### config.mk
export PLATFORM = sky130hd
export DESIGN_NAME = radar_report_frame_parser_core
export DESIGN_NICKNAME = d
export VERILOG_FILES = /design/src/rtl/rrfp_pkg.sv /design/src/rtl/rrfp_front.sv /design/src/rtl/rrfp_queue.sv /design/src/rtl/rrfp_back.sv /design/src/rtl/radar_report_frame_parser_core.sv
export SDC_FILE = /design/constraint.sdc
export NUM_CORES = 1
export LEC_CHECK = 0
export BUFFER_PORTS_ARGS = -buffer_cell sky130_fd_sc_hd__buf_2
export CORE_UTILIZATION = 49
export DETAILED_ROUTE_END_ITERATION = 6
export GPL_TIMING_DRIVEN = 0
export PLACE_DENSITY_LB_ADDON = 0.05
export SLEW_MARGIN = 20
export SYNTH_ARGS = -nofsm -noshare
export SYNTH_HDL_FRONTEND = slang
export SYNTH_SLANG_ARGS = --single-unit
### constraint.sdc
create_clock -name clk -period 8.7 [get_ports clk]
set_input_delay 0.87 -clock clk [delete_from_list [all_inputs] [get_ports clk]]
set_output_delay 0.87 -clock clk [all_outputs]
set_load 0.01 [all_outputs]
### src/rtl/rrfp_pkg.sv
// ----------------------------------------------------------------------------
// rrfp_pkg
// Shared types and constants of the radar report frame parser.
// ----------------------------------------------------------------------------
package rrfp_pkg;

    localparam int POS_W       = 9;
    localparam int CAP_DEPTH   = 13;
    localparam int CAP_IDX_W   = 4;
    localparam int QUEUE_DEPTH = 4;
    localparam int QUEUE_AW    = 2;
    localparam int QUEUE_CW    = 3;
    localparam int OUT_TDATA_W = 128;

    localparam logic [7:0] MAX_LEN_RESET = 8'd64;

    localparam logic [3:0][7:0] HDR_PAT = {8'hF1, 8'hF2, 8'hF3, 8'hF4};
    localparam logic [3:0][7:0] FTR_PAT = {8'hF5, 8'hF6, 8'hF7, 8'hF8};

    localparam logic [7:0] NORMAL_LEN   = 8'd13;
    localparam logic [7:0] NORMAL_B0    = 8'h02;
    localparam logic [7:0] NORMAL_B1    = 8'hAA;
    localparam logic [7:0] NORMAL_B11   = 8'h55;
    localparam logic [7:0] NORMAL_B12   = 8'h00;

    localparam logic [POS_W-1:0] POS_LEN_LO   = 9'd4;
    localparam logic [POS_W-1:0] POS_LEN_HI   = 9'd5;
    localparam logic [POS_W-1:0] POS_PAYLOAD  = 9'd6;
    localparam logic [POS_W-1:0] FTR_OFFSET   = 9'd6;
    localparam logic [POS_W-1:0] END_OFFSET   = 9'd9;

    localparam logic [1:0] ST_NORMAL      = 2'd0;
    localparam logic [1:0] ST_BAD_FOOTER  = 2'd1;
    localparam logic [1:0] ST_UNSUPPORTED = 2'd2;
    localparam logic [1:0] ST_TOO_LARGE   = 2'd3;

    typedef struct packed {
        logic                 wr_en;
        logic [CAP_IDX_W-1:0] wr_idx;
        logic [7:0]           data;
        logic                 rpt_en;
        logic [1:0]           status;
        logic [15:0]          length;
        logic                 len13;
    } cmd_t;

endpackage

### src/rtl/rrfp_front.sv
// ----------------------------------------------------------------------------
// rrfp_front
// Byte tracker: header hunt, length decode, footer check, and command issue.
// ----------------------------------------------------------------------------
module rrfp_front
    import rrfp_pkg::*;
(
    input  logic       clk,
    input  logic       rst_n,
    input  logic       cfg_we,
    input  logic [7:0] cfg_wdata,
    input  logic       in_valid,
    input  logic [7:0] in_byte,
    input  logic       q_full,
    output logic       in_ready,
    output logic       push,
    output cmd_t       cmd
);

    logic [7:0]       max_len_reg;
    logic [POS_W-1:0] pos_reg,       pos_next;
    logic [7:0]       len_lo_reg,    len_lo_next;
    logic [7:0]       len_reg,       len_next;
    logic [POS_W-1:0] end_pos_reg,   end_pos_next;
    logic [POS_W-1:0] ftr_start_reg, ftr_start_next;
    logic             footer_ok_reg, footer_ok_next;

    logic             accept;
    logic [POS_W-1:0] idx;
    logic [1:0]       k;
    logic             ok_now;

    assign in_ready = !q_full;
    assign accept   = in_valid && in_ready;
    assign idx      = pos_reg - POS_PAYLOAD;
    assign k        = pos_reg[1:0] - ftr_start_reg[1:0];
    assign ok_now   = footer_ok_reg && !((pos_reg >= ftr_start_reg) && (in_byte != FTR_PAT[k]));

    always_comb
    begin
        pos_next       = pos_reg;
        len_lo_next    = len_lo_reg;
        len_next       = len_reg;
        end_pos_next   = end_pos_reg;
        ftr_start_next = ftr_start_reg;
        footer_ok_next = footer_ok_reg;
        push           = 1'b0;
        cmd            = '0;
        if (accept)
        begin
            if (pos_reg < POS_LEN_LO)
            begin
                if (in_byte == HDR_PAT[pos_reg[1:0]])
                    pos_next = pos_reg + 1'b1;
                else
                    pos_next = (in_byte == HDR_PAT[0]) ? 9'd1 : 9'd0;
            end
            else if (pos_reg == POS_LEN_LO)
            begin
                pos_next    = pos_reg + 1'b1;
                len_lo_next = in_byte;
            end
            else if (pos_reg == POS_LEN_HI)
            begin
                footer_ok_next = 1'b1;
                if ((in_byte != 8'd0) || (len_lo_reg > max_len_reg))
                begin
                    push       = 1'b1;
                    cmd.rpt_en = 1'b1;
                    cmd.status = ST_TOO_LARGE;
                    cmd.length = {in_byte, len_lo_reg};
                    pos_next   = '0;
                end
                else
                begin
                    pos_next       = pos_reg + 1'b1;
                    len_next       = len_lo_reg;
                    end_pos_next   = {1'b0, len_lo_reg} + END_OFFSET;
                    ftr_start_next = {1'b0, len_lo_reg} + FTR_OFFSET;
                end
            end
            else
            begin
                pos_next       = pos_reg + 1'b1;
                footer_ok_next = ok_now;
                if (idx < POS_W'(CAP_DEPTH))
                begin
                    push       = 1'b1;
                    cmd.wr_en  = 1'b1;
                    cmd.wr_idx = idx[CAP_IDX_W-1:0];
                    cmd.data   = in_byte;
                end
                if (pos_reg == end_pos_reg)
                begin
                    push           = 1'b1;
                    cmd.rpt_en     = 1'b1;
                    cmd.status     = ok_now ? ST_NORMAL : ST_BAD_FOOTER;
                    cmd.length     = {8'd0, len_reg};
                    cmd.len13      = (len_reg == NORMAL_LEN);
                    pos_next       = '0;
                    footer_ok_next = 1'b1;
                end
            end
        end
    end

    always_ff @(posedge clk or negedge rst_n)
    begin
        if (!rst_n)
        begin
            max_len_reg   <= MAX_LEN_RESET;
            pos_reg       <= '0;
            len_lo_reg    <= '0;
            len_reg       <= '0;
            end_pos_reg   <= '0;
            ftr_start_reg <= '0;
            footer_ok_reg <= 1'b1;
        end
        else
        begin
            if (cfg_we)
                max_len_reg <= cfg_wdata;
            pos_reg       <= pos_next;
            len_lo_reg    <= len_lo_next;
            len_reg       <= len_next;
            end_pos_reg   <= end_pos_next;
            ftr_start_reg <= ftr_start_next;
            footer_ok_reg <= footer_ok_next;
        end
    end

endmodule

### src/rtl/rrfp_queue.sv
// ----------------------------------------------------------------------------
// rrfp_queue
// Small command queue between the byte tracker and the report stage.
// ----------------------------------------------------------------------------
module rrfp_queue
    import rrfp_pkg::*;
(
    input  logic clk,
    input  logic rst_n,
    input  logic push,
    input  cmd_t push_cmd,
    output logic full,
    input  logic pop,
    output logic valid,
    output cmd_t head
);

    cmd_t                mem_reg [QUEUE_DEPTH];
    logic [QUEUE_AW-1:0] wr_ptr_reg, wr_ptr_next;
    logic [QUEUE_AW-1:0] rd_ptr_reg, rd_ptr_next;
    logic [QUEUE_CW-1:0] count_reg,  count_next;

    assign full  = (count_reg == QUEUE_CW'(QUEUE_DEPTH));
    assign valid = (count_reg != '0);
    assign head  = mem_reg[rd_ptr_reg];

    always_comb
    begin
        wr_ptr_next = wr_ptr_reg;
        rd_ptr_next = rd_ptr_reg;
        count_next  = count_reg;
        if (push)
            wr_ptr_next = wr_ptr_reg + 1'b1;
        if (pop)
            rd_ptr_next = rd_ptr_reg + 1'b1;
        if (push && !pop)
            count_next = count_reg + 1'b1;
        else if (pop && !push)
            count_next = count_reg - 1'b1;
    end

    always_ff @(posedge clk)
    begin
        if (push)
            mem_reg[wr_ptr_reg] <= push_cmd;
    end

    always_ff @(posedge clk or negedge rst_n)
    begin
        if (!rst_n)
        begin
            wr_ptr_reg <= '0;
            rd_ptr_reg <= '0;
            count_reg  <= '0;
        end
        else
        begin
            wr_ptr_reg <= wr_ptr_next;
            rd_ptr_reg <= rd_ptr_next;
            count_reg  <= count_next;
        end
    end

endmodule

### src/rtl/rrfp_back.sv
// ----------------------------------------------------------------------------
// rrfp_back
// Report stage: payload capture, report decode, frame count, output register.
// ----------------------------------------------------------------------------
module rrfp_back
    import rrfp_pkg::*;
(
    input  logic                   clk,
    input  logic                   rst_n,
    input  logic                   q_valid,
    input  cmd_t                   q_cmd,
    output logic                   pop,
    output logic                   out_valid,
    input  logic                   out_ready,
    output logic [OUT_TDATA_W-1:0] out_data
);

    logic [7:0]  cap_reg [CAP_DEPTH];
    logic        valid_reg, valid_next;
    logic [31:0] count_reg, count_next;
    logic [1:0]  status_reg;
    logic [15:0] length_reg;
    logic [7:0]  tstate_reg;
    logic [15:0] mdist_reg;
    logic [7:0]  menergy_reg;
    logic [15:0] sdist_reg;
    logic [7:0]  senergy_reg;
    logic [15:0] ddist_reg;
    logic [31:0] fcount_reg;

    logic        is_normal;
    logic        load;

    assign is_normal = (q_cmd.status == ST_NORMAL) && q_cmd.len13
                       && (cap_reg[0] == NORMAL_B0) && (cap_reg[1] == NORMAL_B1)
                       && (cap_reg[11] == NORMAL_B11) && (cap_reg[12] == NORMAL_B12);
    assign pop  = q_valid && (!q_cmd.rpt_en || !valid_reg || out_ready);
    assign load = pop && q_cmd.rpt_en;

    always_comb
    begin
        valid_next = valid_reg;
        count_next = count_reg;
        if (load)
            valid_next = 1'b1;
        else if (out_ready)
            valid_next = 1'b0;
        if (load && is_normal)
            count_next = count_reg + 1'b1;
    end

    always_ff @(posedge clk)
    begin
        if (pop && q_cmd.wr_en && (q_cmd.wr_idx < CAP_IDX_W'(CAP_DEPTH)))
            cap_reg[q_cmd.wr_idx] <= q_cmd.data;
        if (load)
        begin
            length_reg <= q_cmd.length;
            if (is_normal)
            begin
                status_reg  <= ST_NORMAL;
                tstate_reg  <= cap_reg[2];
                mdist_reg   <= {cap_reg[4], cap_reg[3]};
                menergy_reg <= cap_reg[5];
                sdist_reg   <= {cap_reg[7], cap_reg[6]};
                senergy_reg <= cap_reg[8];
                ddist_reg   <= {cap_reg[10], cap_reg[9]};
                fcount_reg  <= count_next;
            end
            else
            begin
                status_reg  <= (q_cmd.status == ST_NORMAL) ? ST_UNSUPPORTED : q_cmd.status;
                tstate_reg  <= '0;
                mdist_reg   <= '0;
                menergy_reg <= '0;
                sdist_reg   <= '0;
                senergy_reg <= '0;
                ddist_reg   <= '0;
                fcount_reg  <= '0;
            end
        end
    end

    always_ff @(posedge clk or negedge rst_n)
    begin
        if (!rst_n)
        begin
            valid_reg <= 1'b0;
            count_reg <= '0;
        end
        else
        begin
            valid_reg <= valid_next;
            count_reg <= count_next;
        end
    end

    assign out_valid = valid_reg;
    assign out_data  = {6'd0, fcount_reg, ddist_reg, senergy_reg, sdist_reg,
                        menergy_reg, mdist_reg, tstate_reg, length_reg, status_reg};

endmodule

### src/rtl/radar_report_frame_parser_core.sv
// ----------------------------------------------------------------------------
// radar_report_frame_parser_core
// Parses a received serial byte stream into radar report results.
// ----------------------------------------------------------------------------
// The block takes one byte per clock cycle. A byte tracker follows the header,
// length, payload and footer and issues commands into a four-entry queue; a
// report stage captures the first 13 payload bytes, decodes the report and
// holds it in an output register. Each result goes through the queue and then
// the output register, and the input stalls only when the output side has
// stalled long enough to fill the queue.
module radar_report_frame_parser_core
    import rrfp_pkg::*;
(
    input  logic                   clk,
    input  logic                   rst_n,
    input  logic                   cfg_we,
    input  logic [7:0]             cfg_wdata,
    input  logic                   s_axis_tvalid,
    output logic                   s_axis_tready,
    // rx_byte[7:0]
    input  logic [7:0]             s_axis_tdata,
    output logic                   m_axis_tvalid,
    input  logic                   m_axis_tready,
    // status[1:0], frame_len[17:2], target_state[25:18],
    // moving_distance[41:26], mov_energy[49:42], static_distance[65:50],
    // stat_energy[73:66], detection_distance[89:74], frame_count[121:90],
    // zero fill[127:122]
    output logic [OUT_TDATA_W-1:0] m_axis_tdata
);

    logic q_full;
    logic push;
    cmd_t push_cmd;
    logic pop;
    logic q_valid;
    cmd_t q_cmd;

    rrfp_front u_front (
        .clk       (clk),
        .rst_n     (rst_n),
        .cfg_we    (cfg_we),
        .cfg_wdata (cfg_wdata),
        .in_valid  (s_axis_tvalid),
        .in_byte   (s_axis_tdata),
        .q_full    (q_full),
        .in_ready  (s_axis_tready),
        .push      (push),
        .cmd       (push_cmd)
    );

    rrfp_queue u_queue (
        .clk      (clk),
        .rst_n    (rst_n),
        .push     (push),
        .push_cmd (push_cmd),
        .full     (q_full),
        .pop      (pop),
        .valid    (q_valid),
        .head     (q_cmd)
    );

    rrfp_back u_back (
        .clk       (clk),
        .rst_n     (rst_n),
        .q_valid   (q_valid),
        .q_cmd     (q_cmd),
        .pop       (pop),
        .out_valid (m_axis_tvalid),
        .out_ready (m_axis_tready),
        .out_data  (m_axis_tdata)
    );

    // Only a normal report carries decoded fields and a frame count.
    assert property (@(posedge clk) disable iff (!rst_n)
        (m_axis_tvalid && (m_axis_tdata[1:0] != ST_NORMAL)) |->
        (m_axis_tdata[121:18] == '0))
        else $error("non-normal result carries decoded fields");

    // A normal report always comes from a 13-byte payload.
    assert property (@(posedge clk) disable iff (!rst_n)
        (m_axis_tvalid && (m_axis_tdata[1:0] == ST_NORMAL)) |->
        (m_axis_tdata[17:2] == {8'd0, NORMAL_LEN}))
        else $error("normal report with wrong payload length");

    // A frame-end result always carries a length that fits in one byte.
    assert property (@(posedge clk) disable iff (!rst_n)
        (m_axis_tvalid && ((m_axis_tdata[1:0] == ST_BAD_FOOTER)
                        || (m_axis_tdata[1:0] == ST_UNSUPPORTED))) |->
        (m_axis_tdata[17:10] == 8'd0))
        else $error("frame-end result with oversized length");

endmodule

==> flow_summary.json <==
{
  "worstMarginPinSlew_ns": 0.888,
  "finalCriticalPeriod_ns": 3.33,
  "ctsHoldBuffers": 0,
  "setup_viol": 0,
  "fp.dieW_um": 195,
  "path_class": "reg -> reg",
  "cpMostUsedCell": "xor2_1",
  "synth_compound_area_share_pct": 2.31,
  "htreeDepth": 2,
  "drt_iter0_drc": 470,
  "drive_gt1_share_pct": 23.1,
  "dp_cells": 1806,
  "dp_hpwl_um": 23500,
  "ys_warn_count": 0,
  "place_ws_ns": 5.13,
  "p_total_mw": 5.88,
  "cap_viol_max_count": 0,
  "rsz0062_at_grt": "false",
  "drtAntennaViolNets": 0,
  "final-max-slew-violation-count": 0,
  "antenna_found_initial": 0,
  "row_count": 70,
  "antenna_cells": 0,
  "firstDrtPassIters": 5,
  "routed_wl_um": 35700,
  "crit_slowest_cell": "dfrtp_1",
  "layout_commonest_cell": "edfxtp_1",
  "vias": 9992,
  "status": "completed",
  "avgRoutedWirePerCell_um": 18.9,
  "synthArstFlopShare_pct": 20.3,
  "synth_simple_gate_area_share_pct": 11.2,
  "power.density_nw_per_um2": 276,
  "io_pins": 151,
  "fin_nets": 1441,
  "muxShareOfSynthArea_pct": 6.01,
  "design_area_um2": 21300,
  "critPathRequiredTime_ns": 9.20,
  "timing.setup.tns_ns": 0,
  "cpLargestDelayFamily": "adder cells",
  "clock-sinks": 449,
  "layout_setup_ws_ns": 5.37,
  "mostFrequentLayoutCells": "edfxtp_1 (358), buf_2 (149), and3_1 (93)",
  "clock_skew_ns": 0.0143,
  "ctsResizeCount": 0,
  "cts_buffer_depth": 3,
  "vdd_drop_max_v": 0.000177,
  "post-cts-setup-buffer-count": 0,
  "cp_max_fo": 11,
  "syn_area_um2": 18300,
  "place.gp.congestion": 0.788,
  "synth_top_area_share_pct": 58.6,
  "multiInputGateArea_um2": 4930,
  "placed_area_um2": 19800,
  "synth_area_leaders": "edfxtp_1 (59%), dfrtp_1 (12%), mux4_2 (3.9%), and3_1 (3.2%), xnor2_1 (2.6%)",
  "synthDistinctLibCells": 66,
  "seq_area_frac_synth_pct": 71.1,
  "numCtsBuffers": 46,
  "critPathLaunchType": "flip-flop",
  "die_y_um": 195,
  "clk_pin_slew_ns": 0.06,
  "period_share_pct": 38.3,
  "slew_headroom_pct": 40.6,
  "synth_top_family_by_area": "simple AND/OR/NAND/NOR gates",
  "clk_latency_ns": 0.58,
  "min-delay-path-class": "in -> async",
  "drc": 0,
  "design.die.area_um2": 38200,
  "synth_adder_area_share_pct": 2.36,
  "root_buffer": "clkbuf_16",
  "stdcell_count": 1889,
  "cts_tree": "done",
  "hold_viol": 0,
  "grt_pass1_vias": 9870,
  "crit_chain": "ha_1 -> xor2_1 -> o211ai_1 -> nor3b_1 -> o211a_2 -> ha_1 -> inv_1 -> fa_1 -> xor2_1 -> nor2_1 -> xor2_1",
  "initial_core_util_pct": 50.0,
  "grt_usage_pct": 19.4,
  "ys_ff_latch": 449,
  "port_buffers": 142,
  "ff_latch_area_um2": 13000,
  "overflow": 0,
  "cp_num_buf_inv": 1,
  "fillers": 2935,
  "synth-xor-area-share_pct": 4.82,
  "cp.arrival_ns": 3.83,
  "synth-edff-count": 358,
  "endpoint_kind": "flip-flop",
  "fmax_mhz": 300,
  "viasPerCell": 5.29,
  "yosysTopAreaCell": "edfxtp_1",
  "largest_reg_flops": 132,
  "synthCells": 1184,
  "slowest_delay_ns": 0.60,
  "syn2layout_area_growth_pct": 16.1,
  "syn_area_per_cell_um2": 15.5,
  "leakagePower_nw": 8.24,
  "core_area_um2": 36700,
  "grt_pass1_wl_um": 56500,
  "grt_max_degree": 77,
  "synth_ff_type": "edfxtp_1"
}
-- layout make-up --
cell class	count	area share, %
inverters	30	0.553
well taps	468	2.75
clock inverters	22	0.576
flip-flops and latches	449	61.2
clock buffers	61	6.20
multi-input cells	652	23.2
plain buffers	58	1.35
repair buffers	149	4.15
-- cell families after synthesis --
kind of cell / count (synthesis)
flops: 449
simple gates: 378
xor+xnor: 101
buf+inv: 88
compound gates: 67
mux: 66
fa+ha+maj: 34
other cells: 1
-- worst paths after layout --
check / from / to / slack, ns / cells past startpoint
worst max-delay path: u_front.pos_reg[1] / u_queue.count_reg[2] / 5.37 / 11
worst min-delay path: rst_n / u_back.count_reg[12] / 0.16 / 1
worst max register to register: u_front.pos_reg[1] / u_queue.count_reg[2] / 5.37 / 11
worst min register to register: u_back.count_reg[31] / u_back.count_reg[31] / 0.49 / 1
max in group asynchronous: rst_n / u_front.max_len_reg[6] / 7.86 / 2
min in group clk: u_back.count_reg[31] / u_back.count_reg[31] / 0.49 / 1
-- routing by layer --
metal	share of wire, %	global-route usage (%)	vias to the layer above
met5	0	0	-
met4	2.5	7.23	0
met3	4.1	3.23	56
met2	47	31.1	236
met1	46	26.9	4934
li1	-	-	4766
-- report_power, final --
part	switching, mW	total [mW]	internal [mW]	leakage, nW
registers	0.106	2.84	2.74	4.47
clock network	0.806	1.87	1.06	0.722
logic	0.748	1.16	0.414	3.05
-- cells in the mapped netlist, types with 4 or more instances --
library cell  number
nor2_1            84
o21ai_0           22
dfrtp_1           89
nand4_1           18
mux2_2            27
buf_4              8
and2_1            19
buf_2              8
nor2b_1            6
buf_6              4
nor4_1             7
xnor2_1           55
buf_1              5
mux4_2            32
xor2_1            46
and3_1            93
o211ai_1           4
ha_1              33
a21o_1             4
inv_1             29
nand2b_1           5
nor4bb_1           4
nand2_1           77
edfxtp_1         358
nand3_1           29
clkbuf_1          33
a21oi_1           22
mux2i_1            5
nor3_1             6
-- through the flow --
step	hold WS, ns	util (%)
3_3_place_gp	0.475	53.5
6_report	0.157	58.0
4_1_cts	0.132	58.0
5_1_grt	0.160	58.0
3_5_place_dp	0.477	54.1
2_1_floorplan	0.461	-
(Power assumes the default switching activity.)
